===== src/rtl/core/crt_pkg.sv =====
package crt_pkg;

    localparam int MOD_BITS = 16;
    localparam int ACC_BITS = 64;

    // Dividend of the remainder unit: t + offset can carry one bit past ACC_BITS.
    localparam int DIV_W   = ACC_BITS + 1;
    localparam int DCNT_W  = $clog2(DIV_W + 1);

    // Full product of step and modulus.
    localparam int PROD_W  = ACC_BITS + MOD_BITS;
    localparam int MCNT_W  = $clog2(MOD_BITS + 1);

    localparam int SOL_W   = 63;
    localparam int IN_W    = 16;

    typedef enum logic [1:0] {
        ST_OK    = 2'd0,
        ST_NOSOL = 2'd1,
        ST_OVF   = 2'd2
    } status_t;

    typedef enum logic [3:0] {
        S_IDLE,
        S_START_T,
        S_WAIT_T,
        S_START_S,
        S_WAIT_S,
        S_SIEVE,
        S_WAIT_MUL,
        S_FINISH
    } state_t;

    typedef struct packed {
        logic busy;
        logic done;
    } unit_stat_t;

endpackage


===== src/rtl/core/crt_rem_unit.sv =====
module crt_rem_unit
    import crt_pkg::*;
(
    input  logic                clk,
    input  logic                rst_n,
    input  logic                start,
    input  logic [DIV_W-1:0]    dividend,
    input  logic [MOD_BITS-1:0] divisor,
    output unit_stat_t          stat,
    output logic [MOD_BITS-1:0] rem
);

    logic                busy_reg, busy_next;
    logic                done_reg, done_next;
    logic [DCNT_W-1:0]   cnt_reg, cnt_next;
    logic [DIV_W-1:0]    dvd_reg, dvd_next;
    logic [MOD_BITS-1:0] rem_reg, rem_next;
    logic [MOD_BITS-1:0] dvs_reg, dvs_next;

    logic [MOD_BITS:0]   shifted;
    logic [MOD_BITS:0]   diff;

    // One restoring step: bring in the next dividend bit, subtract if it fits.
    always_comb
    begin
        shifted = {rem_reg, dvd_reg[DIV_W-1]};
        diff    = shifted - {1'b0, dvs_reg};
    end

    always_comb
    begin
        busy_next = busy_reg;
        done_next = 1'b0;
        cnt_next  = cnt_reg;
        dvd_next  = dvd_reg;
        rem_next  = rem_reg;
        dvs_next  = dvs_reg;
        if (start)
        begin
            busy_next = 1'b1;
            cnt_next  = DCNT_W'(DIV_W);
            dvd_next  = dividend;
            rem_next  = '0;
            dvs_next  = divisor;
        end
        else if (busy_reg)
        begin
            dvd_next = {dvd_reg[DIV_W-2:0], 1'b0};
            rem_next = (shifted >= {1'b0, dvs_reg}) ? diff[MOD_BITS-1:0]
                                                    : shifted[MOD_BITS-1:0];
            cnt_next = cnt_reg - DCNT_W'(1);
            if (cnt_reg == DCNT_W'(1))
            begin
                busy_next = 1'b0;
                done_next = 1'b1;
            end
        end
    end

    always_ff @(posedge clk or negedge rst_n)
    begin
        if (!rst_n)
        begin
            busy_reg <= 1'b0;
            done_reg <= 1'b0;
            cnt_reg  <= '0;
        end
        else
        begin
            busy_reg <= busy_next;
            done_reg <= done_next;
            cnt_reg  <= cnt_next;
        end
    end

    always_ff @(posedge clk)
    begin
        dvd_reg <= dvd_next;
        rem_reg <= rem_next;
        dvs_reg <= dvs_next;
    end

    assign stat.busy = busy_reg;
    assign stat.done = done_reg;
    assign rem       = rem_reg;

endmodule


===== src/rtl/core/crt_mul_unit.sv =====
module crt_mul_unit
    import crt_pkg::*;
(
    input  logic                clk,
    input  logic                rst_n,
    input  logic                start,
    input  logic [ACC_BITS-1:0] mcand,
    input  logic [MOD_BITS-1:0] mplier,
    output unit_stat_t          stat,
    output logic [PROD_W-1:0]   product
);

    logic                busy_reg, busy_next;
    logic                done_reg, done_next;
    logic [MCNT_W-1:0]   cnt_reg, cnt_next;
    logic [PROD_W-1:0]   mcand_reg, mcand_next;
    logic [MOD_BITS-1:0] mplier_reg, mplier_next;
    logic [PROD_W-1:0]   acc_reg, acc_next;

    // Shift-and-add, one multiplier bit per cycle, LSB first.
    always_comb
    begin
        busy_next   = busy_reg;
        done_next   = 1'b0;
        cnt_next    = cnt_reg;
        mcand_next  = mcand_reg;
        mplier_next = mplier_reg;
        acc_next    = acc_reg;
        if (start)
        begin
            busy_next   = 1'b1;
            cnt_next    = MCNT_W'(MOD_BITS);
            mcand_next  = PROD_W'(mcand);
            mplier_next = mplier;
            acc_next    = '0;
        end
        else if (busy_reg)
        begin
            if (mplier_reg[0])
            begin
                acc_next = acc_reg + mcand_reg;
            end
            mcand_next  = {mcand_reg[PROD_W-2:0], 1'b0};
            mplier_next = {1'b0, mplier_reg[MOD_BITS-1:1]};
            cnt_next    = cnt_reg - MCNT_W'(1);
            if (cnt_reg == MCNT_W'(1))
            begin
                busy_next = 1'b0;
                done_next = 1'b1;
            end
        end
    end

    always_ff @(posedge clk or negedge rst_n)
    begin
        if (!rst_n)
        begin
            busy_reg <= 1'b0;
            done_reg <= 1'b0;
            cnt_reg  <= '0;
        end
        else
        begin
            busy_reg <= busy_next;
            done_reg <= done_next;
            cnt_reg  <= cnt_next;
        end
    end

    always_ff @(posedge clk)
    begin
        mcand_reg  <= mcand_next;
        mplier_reg <= mplier_next;
        acc_reg    <= acc_next;
    end

    assign stat.busy = busy_reg;
    assign stat.done = done_reg;
    assign product   = acc_reg;

endmodule


===== src/rtl/core/crt_sieve_solver.sv =====
// Per item: the bit-serial remainder unit runs twice (t + offset, then step), then the
//   sieve makes one try per cycle, k tries in all (k = sieve tries, at most modulus).
// Throughput: one item at a time; an item with an error already pending skips the arithmetic.
// The result waits in an output register, so the next item is taken while it is pending.
// Reset (rst_n, asynchronous, active low): t = 0, step = 1, status ok, no result pending.
module crt_sieve_solver
    import crt_pkg::*;
(
    input  logic        clk,
    input  logic        rst_n,

    input  logic        s_tvalid,
    output logic        s_tready,
    input  logic [31:0] s_tdata,   // [15:0] modulus, [31:16] offset
    input  logic        s_tlast,   // is_last

    output logic        m_tvalid,
    input  logic        m_tready,
    output logic [63:0] m_tdata,   // [62:0] solution, [63] zero
    output logic [1:0]  m_tuser    // [1:0] status
);

    // ------------------------------------------------------------------
    // Problem state
    // ------------------------------------------------------------------
    state_t              state_reg, state_next;
    logic [ACC_BITS-1:0] t_reg, t_next;
    logic [ACC_BITS-1:0] step_reg, step_next;
    status_t             err_reg, err_next;

    // Per-item working registers
    logic [MOD_BITS-1:0] m_reg, m_next;
    logic [MOD_BITS-1:0] off_reg, off_next;
    logic                last_reg, last_next;
    logic [MOD_BITS-1:0] r_reg, r_next;
    logic [MOD_BITS-1:0] s_reg, s_next;
    logic [MOD_BITS-1:0] k_reg, k_next;
    logic [ACC_BITS-1:0] tcand_reg, tcand_next;

    // Output register
    logic                out_valid_reg, out_valid_next;
    logic [SOL_W-1:0]    out_sol_reg, out_sol_next;
    status_t             out_st_reg, out_st_next;

    // Arithmetic units; the remainder unit is shared by both reductions
    logic                rem_start;
    logic [DIV_W-1:0]    rem_dividend;
    unit_stat_t          rem_stat;
    logic [MOD_BITS-1:0] rem_value;
    logic                mul_start;
    unit_stat_t          mul_stat;
    logic [PROD_W-1:0]   mul_product;

    // Input field decode; keep the low MOD_BITS bits of each field.
    logic [31:0]         mod_wide;
    logic [31:0]         off_wide;
    logic [MOD_BITS-1:0] in_mod;
    logic [MOD_BITS-1:0] in_off;
    logic                in_fire;

    // Sieve arithmetic
    logic [MOD_BITS:0]   r_sum;
    logic [MOD_BITS:0]   r_wrap;
    logic                step_ovf;
    logic [63:0]         t_wide;

    assign mod_wide = {{(32-IN_W){1'b0}}, s_tdata[IN_W-1:0]};
    assign off_wide = {{(32-IN_W){1'b0}}, s_tdata[2*IN_W-1:IN_W]};
    assign in_mod   = mod_wide[MOD_BITS-1:0];
    assign in_off   = off_wide[MOD_BITS-1:0];
    assign s_tready = (state_reg == S_IDLE);
    assign in_fire  = s_tvalid && s_tready;

    // Reduce t + offset first, then step; both go through the one remainder unit.
    assign rem_dividend = (state_reg == S_START_S) ? DIV_W'(step_reg)
                                                   : DIV_W'(t_reg) + DIV_W'(off_reg);

    crt_rem_unit u_rem (
        .clk      (clk),
        .rst_n    (rst_n),
        .start    (rem_start),
        .dividend (rem_dividend),
        .divisor  (m_reg),
        .stat     (rem_stat),
        .rem      (rem_value)
    );

    // Step times modulus runs alongside the reductions; its high bits flag overflow.
    crt_mul_unit u_mul (
        .clk     (clk),
        .rst_n   (rst_n),
        .start   (mul_start),
        .mcand   (step_reg),
        .mplier  (m_reg),
        .stat    (mul_stat),
        .product (mul_product)
    );

    // Next residue of t + offset after one more whole step.
    assign r_sum    = {1'b0, r_reg} + {1'b0, s_reg};
    assign r_wrap   = r_sum - {1'b0, m_reg};
    assign step_ovf = |mul_product[PROD_W-1:ACC_BITS-1];
    assign t_wide   = 64'(t_reg);

    // ------------------------------------------------------------------
    // Sequencer
    // ------------------------------------------------------------------
    always_comb
    begin
        state_next     = state_reg;
        t_next         = t_reg;
        step_next      = step_reg;
        err_next       = err_reg;
        m_next         = m_reg;
        off_next       = off_reg;
        last_next      = last_reg;
        r_next         = r_reg;
        s_next         = s_reg;
        k_next         = k_reg;
        tcand_next     = tcand_reg;
        out_valid_next = out_valid_reg;
        out_sol_next   = out_sol_reg;
        out_st_next    = out_st_reg;
        rem_start      = 1'b0;
        mul_start      = 1'b0;

        // Drop the pending result once taken.
        if (out_valid_reg && m_tready)
        begin
            out_valid_next = 1'b0;
        end

        case (state_reg)
            S_IDLE:
            begin
                if (in_fire)
                begin
                    m_next    = in_mod;
                    off_next  = in_off;
                    last_next = s_tlast;
                    if (err_reg != ST_OK)
                    begin
                        // Sticky error: skip the work, just wait for the last item.
                        state_next = S_FINISH;
                    end
                    else if (in_mod == '0)
                    begin
                        err_next   = ST_NOSOL;
                        state_next = S_FINISH;
                    end
                    else
                    begin
                        state_next = S_START_T;
                    end
                end
            end

            S_START_T:
            begin
                rem_start  = 1'b1;
                mul_start  = 1'b1;
                state_next = S_WAIT_T;
            end

            S_WAIT_T:
            begin
                if (rem_stat.done)
                begin
                    r_next     = rem_value;
                    state_next = S_START_S;
                end
            end

            S_START_S:
            begin
                rem_start  = 1'b1;
                state_next = S_WAIT_S;
            end

            S_WAIT_S:
            begin
                if (rem_stat.done)
                begin
                    s_next     = rem_value;
                    k_next     = '0;
                    tcand_next = t_reg;
                    state_next = S_SIEVE;
                end
            end

            S_SIEVE:
            begin
                // One candidate per cycle: test the residue, give up after the last try, else advance t by one step.
                if (r_reg == '0)
                begin
                    state_next = S_WAIT_MUL;
                end
                else if (k_reg == m_reg - MOD_BITS'(1))
                begin
                    err_next   = ST_NOSOL;
                    state_next = S_FINISH;
                end
                else
                begin
                    r_next     = (r_sum >= {1'b0, m_reg}) ? r_wrap[MOD_BITS-1:0]
                                                          : r_sum[MOD_BITS-1:0];
                    tcand_next = tcand_reg + step_reg;
                    k_next     = k_reg + MOD_BITS'(1);
                end
            end

            S_WAIT_MUL:
            begin
                if (!mul_stat.busy)
                begin
                    if (step_ovf)
                    begin
                        err_next = ST_OVF;
                    end
                    else
                    begin
                        t_next    = tcand_reg;
                        step_next = mul_product[ACC_BITS-1:0];
                    end
                    state_next = S_FINISH;
                end
            end

            S_FINISH:
            begin
                if (!last_reg)
                begin
                    state_next = S_IDLE;
                end
                else if (!out_valid_reg || m_tready)
                begin
                    // Load the result and start a fresh problem.
                    out_valid_next = 1'b1;
                    out_sol_next   = (err_reg == ST_OK) ? t_wide[SOL_W-1:0] : '0;
                    out_st_next    = err_reg;
                    t_next         = '0;
                    step_next      = ACC_BITS'(1);
                    err_next       = ST_OK;
                    state_next     = S_IDLE;
                end
            end

            default:
            begin
                state_next = S_IDLE;
            end
        endcase
    end

    always_ff @(posedge clk or negedge rst_n)
    begin
        if (!rst_n)
        begin
            state_reg     <= S_IDLE;
            t_reg         <= '0;
            step_reg      <= ACC_BITS'(1);
            err_reg       <= ST_OK;
            out_valid_reg <= 1'b0;
        end
        else
        begin
            state_reg     <= state_next;
            t_reg         <= t_next;
            step_reg      <= step_next;
            err_reg       <= err_next;
            out_valid_reg <= out_valid_next;
        end
    end

    always_ff @(posedge clk)
    begin
        m_reg       <= m_next;
        off_reg     <= off_next;
        last_reg    <= last_next;
        r_reg       <= r_next;
        s_reg       <= s_next;
        k_reg       <= k_next;
        tcand_reg   <= tcand_next;
        out_sol_reg <= out_sol_next;
        out_st_reg  <= out_st_next;
    end

    assign m_tvalid = out_valid_reg;
    assign m_tdata  = {1'b0, out_sol_reg};
    assign m_tuser  = out_st_reg;

    // ------------------------------------------------------------------
    // Assertions
    // ------------------------------------------------------------------
    a_idle_units_quiet: assert property (@(posedge clk) disable iff (!rst_n)
        (state_reg == S_IDLE) |-> (!rem_stat.busy && !mul_stat.busy))
        else $error("arithmetic unit still busy while taking a new item");

    a_sieve_in_range: assert property (@(posedge clk) disable iff (!rst_n)
        (state_reg == S_SIEVE) |-> ((r_reg < m_reg) && (s_reg < m_reg) && (k_reg < m_reg)))
        else $error("sieve residue or try count out of range");

    a_error_zero_solution: assert property (@(posedge clk) disable iff (!rst_n)
        (m_tvalid && (m_tuser != ST_OK)) |-> (m_tdata == '0))
        else $error("error result carries a nonzero solution");

    a_t_below_step: assert property (@(posedge clk) disable iff (!rst_n)
        (state_reg == S_IDLE) |-> (t_reg < step_reg))
        else $error("running solution not below step");

endmodule

===== config.mk =====
export PLATFORM = sky130hd
export DESIGN_NAME = crt_sieve_solver
export DESIGN_NICKNAME = d
export VERILOG_FILES = /design/src/rtl/core/crt_pkg.sv /design/src/rtl/core/crt_rem_unit.sv /design/src/rtl/core/crt_mul_unit.sv /design/src/rtl/core/crt_sieve_solver.sv
export SDC_FILE = /design/constraint.sdc
export NUM_CORES = 2
export LEC_CHECK = 0
export ABC_AREA = 1
export BUFFER_PORTS_ARGS = -buffer_cell sky130_fd_sc_hd__buf_4
export CAP_MARGIN = 10
export CORE_MARGIN = 2
export CORE_UTILIZATION = 50
export DETAILED_ROUTE_END_ITERATION = 6
export PLACE_DENSITY = 0.8
export RECOVER_POWER = 50
export SYNTH_ARGS = -nofsm -noshare
export SYNTH_HDL_FRONTEND = slang
export SYNTH_SLANG_ARGS = --single-unit

===== constraint.sdc =====
create_clock -name clk -period 6.95 [get_ports clk]
set_clock_uncertainty 0.1 [all_clocks]
set_input_delay 1.39 -clock clk [delete_from_list [all_inputs] [get_ports clk]]
set_output_delay 1.39 -clock clk [all_outputs]
set_load 0.1 [all_outputs]

==> PnR_summary.wiki <==
{| class="wikitable"
! Metric !! Value
|-
| Slew at the pin closest to its max-slew limit || 3.82 ns
|-
| Count of buffer and inverter cells on the critical path || 3
|-
| Number of unique standard cell types used by synthesis || 61
|-
| Level count of the clock H-tree || 3
|-
| Diode insertion count for antenna repair || 0
|-
| Total negative slack || 0 ns
|-
| Endpoint required time on the critical path || 7.11 ns
|-
| Relative area change from synthesis to final layout || 9.47%
|-
| Max-cap violations || 11
|-
| Die H || 294 um
|-
| Proportion of layout cells with a drive suffix above 1 || 0.0360
|-
| Starting Density || 0.505
|-
| CP max FO || 69
|-
| Endpoint type of the worst setup path || flip-flop
|-
| Fraction of the core area covered by cells at the end of the flow || 0.553
|-
| Total Wirelength || 143 mm
|-
| Post-route minimum period || 5.41 ns
|-
| First-pass GRT wire length || 216 mm
|-
| Number of antenna violations at the first check in global routing || 1
|-
| Master cell of the clock root buffer || sky130_fd_sc_hd__clkbuf_16
|-
| Number of synthesized flops with an enable pin || 371
|-
| Count of buffers inserted at the top-level ports || 103
|-
| Remaining antenna violation count after routing || 0
|-
| Row Count || 106
|-
| Longest Clk Path Bufs || 3
|-
| Crit-path cells || inv_1 > nor2_1 > clkinvlp_2 > nor3_1 > buf_4
|-
| Portion of the post-synthesis area used by sequential elements || 0.406
|-
| Family with the most delay on the worst path || buffers and inverters
|-
| Cts-stage hold buffer count || 0
|-
| Post-synthesis net count || 6039
|-
| Critical Path Max Stage Delay || 2.05 ns
|-
| Detailed-placement wirelength estimate || 111 mm
|-
| Most instantiated flip-flop cell in the synthesis netlist || sky130_fd_sc_hd__edfxtp_1
|-
| Kind of path behind the tightest hold check || flip-flop to flip-flop
|-
| Resized Gates After CTS || 0
|-
| Final slew viol count || 669
|-
| Status || complete, but fails checks
|-
| Crit-path slowest cell || sky130_fd_sc_hd__clkinvlp_2
|-
| Synth async-reset ratio || 0.236
|-
| Area of the placeable core || 83600 sq um
|-
| Routed vias || 39907
|-
| DRC violations left || 1
|-
| Mean instance size in the synthesized netlist || 7.29 sq um
|-
| Max transition margin || -1.55
|-
| Sort of element at the start of the critical path || flip-flop
|-
| Die ar. || 86700 sq um
|-
| Count of buffers added by post-CTS timing repair for setup || 0
|-
| Remaining global-route overflow || 0
|-
| Clock sink total || 632
|-
| Post-CTS clock slew at the launch and capture registers of the worst setup and hold paths || 0.06 ns
|-
| Cell area after layout || 46200 sq um
|-
| Post-Syn Area || 42200 sq um
|-
| CTS tree || done
|-
| Yosys warns || 0
|-
| Clock insertion delay at the later pin of the skew report || 0.64 ns
|-
| Maximum number of pins on one net before global-route repair || 256
|-
| 1st-iter DRT viols || 4822
|-
| Detailed-routing iteration count for the pre-antenna-repair pass || 7
|-
| Final weighted congestion of routability-driven global placement || 1.03
|-
| Final setup vio count || 0
|-
| Via density per instance || 5.72
|-
| Die X-Extent || 294 um
|-
| FF+latch count, synth || 632
|-
| Setup repair after global routing missed its margin || false
|-
| Violations in the final reports || design-rule violations, max-capacitance violations, max-slew violations
|-
| Most frequent standard cell in the layout excluding fill and tap cells || sky130_fd_sc_hd__nand2_1
|-
| Via count of the first global-routing pass || 37279
|-
| TritonCTS buffer count || 73
|-
| Type of the worst setup path || flip-flop to flip-flop
|-
| NumNets Final || 6091
|-
| I/O pin count || 105
|-
| Arrival @ worst endpoint || 5.57 ns
|-
| Routed wirelength normalized by instance count || 20.4 um
|-
| Fin. Hold Viols || 0
|-
| Cell area after placement || 43900 sq um
|-
| Period Utilization, post-route || 0.779
|-
| Gate count after technology mapping || 5784
|-
| Highest attainable clock frequency || 185 MHz
|-
| Global Route Usage Sum || 0.325
|-
| Leading cell types in the layout, fill and taps excluded || 1411 x sky130_fd_sc_hd__nand2_1, 891 x sky130_fd_sc_hd__inv_1, 567 x sky130_fd_sc_hd__nor2_1
|}
-- per-stage QoR --
step,setup WS (ns),instances,hold slack (ns)
detailed placement,2.39,6841,0.359
floorplan,0.395,5784,0.337
CTS,2.39,6976,0.374
global route,1.14,6976,0.388
finish,1.54,6976,0.376
global placement,2.56,6841,0.363
-- worst paths after layout --
check / start / depth (start not counted) / to / slack [ns]
max in group asynchronous: rst_n / 2 / step_reg[46]$_DFFE_PN0P_ / 2.04
min: err_reg[0]$_DFFE_PN0P_ / 0 / m_tuser[0]$_DFFE_PP_ / 0.38
max reg2reg: state_reg[2]$_DFFE_PN0P_ / 5 / out_sol_reg[17]$_SDFFCE_PN0P_ / 1.54
max: state_reg[2]$_DFFE_PN0P_ / 5 / out_sol_reg[17]$_SDFFCE_PN0P_ / 1.54
min in group asynchronous: rst_n / 1 / t_reg[9]$_DFFE_PN0P_ / 0.70
min reg2reg: err_reg[0]$_DFFE_PN0P_ / 0 / m_tuser[0]$_DFFE_PP_ / 0.38
-- layout make-up --
type | instances | area [sq um]
clock buffer | 93 | 2040
sequential | 632 | 17100
clock inverter | 42 | 562
inverter | 902 | 3400
timing repair buffer | 128 | 677
fill | 8015 | 37400
tap | 1080 | 1350
multi-input combinational | 4099 | 21000
-- metal layers --
layer	part of all wire	track usage	routed length (um)	vias up
met5	0	0	0	-
met4	0.043	0.125	6140	0
met3	0.10	0.0628	14300	295
met2	0.42	0.480	59500	1854
met1	0.44	0.470	62600	18624
li1	-	-	-	19134
-- cell families (layout without fill, tap and decap cells) --
kind of cell	Yosys count	after routing	share of synthesized area
XOR/XNOR	152	152	0.0319
AND/OR/NAND/NOR	2671	2671	0.264
adder cells (fa/ha/maj)	218	218	0.0657
other	1	1	0.0000889
flip-flops	632	632	0.406
buffers and inverters	1053	1165	0.0959
AO/OA/AOI/OAI	1057	1057	0.137
-- synthesized netlist by cell type (2+ instances only) --
cell type	number	area, sq um
sky130_fd_sc_hd__nand2_1	1411	5300
sky130_fd_sc_hd__inv_1	893	3350
sky130_fd_sc_hd__nor2_1	567	2130
sky130_fd_sc_hd__nand3_1	479	2400
sky130_fd_sc_hd__o21ai_0	473	2370
sky130_fd_sc_hd__edfxtp_1	371	11100
sky130_fd_sc_hd__a21oi_1	318	1590
sky130_fd_sc_hd__ha_1	212	2650
sky130_fd_sc_hd__dfrtp_1	148	3700
sky130_fd_sc_hd__dfxtp_1	112	2240
sky130_fd_sc_hd__clkbuf_1	106	398
sky130_fd_sc_hd__xor2_1	95	832
sky130_fd_sc_hd__o21ai_1	88	440
sky130_fd_sc_hd__nor3_1	73	365
sky130_fd_sc_hd__nand4_1	62	388
sky130_fd_sc_hd__o21bai_1	61	458
sky130_fd_sc_hd__xnor2_1	56	490
sky130_fd_sc_hd__nor4_1	27	169
sky130_fd_sc_hd__buf_2	26	130
sky130_fd_sc_hd__o211ai_1	26	195
sky130_fd_sc_hd__o221ai_1	22	193
sky130_fd_sc_hd__nand3b_1	18	135
sky130_fd_sc_hd__a21o_1	17	128
sky130_fd_sc_hd__or2_2	15	93.8
sky130_fd_sc_hd__o21a_1	14	105
sky130_fd_sc_hd__a31oi_1	11	68.8
sky130_fd_sc_hd__a21boi_0	10	75.1
sky130_fd_sc_hd__buf_1	8	30.0
sky130_fd_sc_hd__buf_6	6	67.6
sky130_fd_sc_hd__fa_1	6	120
sky130_fd_sc_hd__inv_2	6	22.5
sky130_fd_sc_hd__buf_4	4	30.0
sky130_fd_sc_hd__clkinv_1	3	11.3
sky130_fd_sc_hd__nand2_2	3	18.8
sky130_fd_sc_hd__nor3_2	3	30.0
sky130_fd_sc_hd__a211oi_1	2	15.0
sky130_fd_sc_hd__a211oi_2	2	25.0
sky130_fd_sc_hd__a31o_2	2	17.5
sky130_fd_sc_hd__and2_1	2	12.5
sky130_fd_sc_hd__and3_1	2	12.5
sky130_fd_sc_hd__nor2_2	2	12.5
sky130_fd_sc_hd__nor3b_1	2	15.0
sky130_fd_sc_hd__o21ai_2	2	17.5
Power is not shown: default switching activity piles up to over one toggle a cycle in this logic, so the estimate is an artifact.
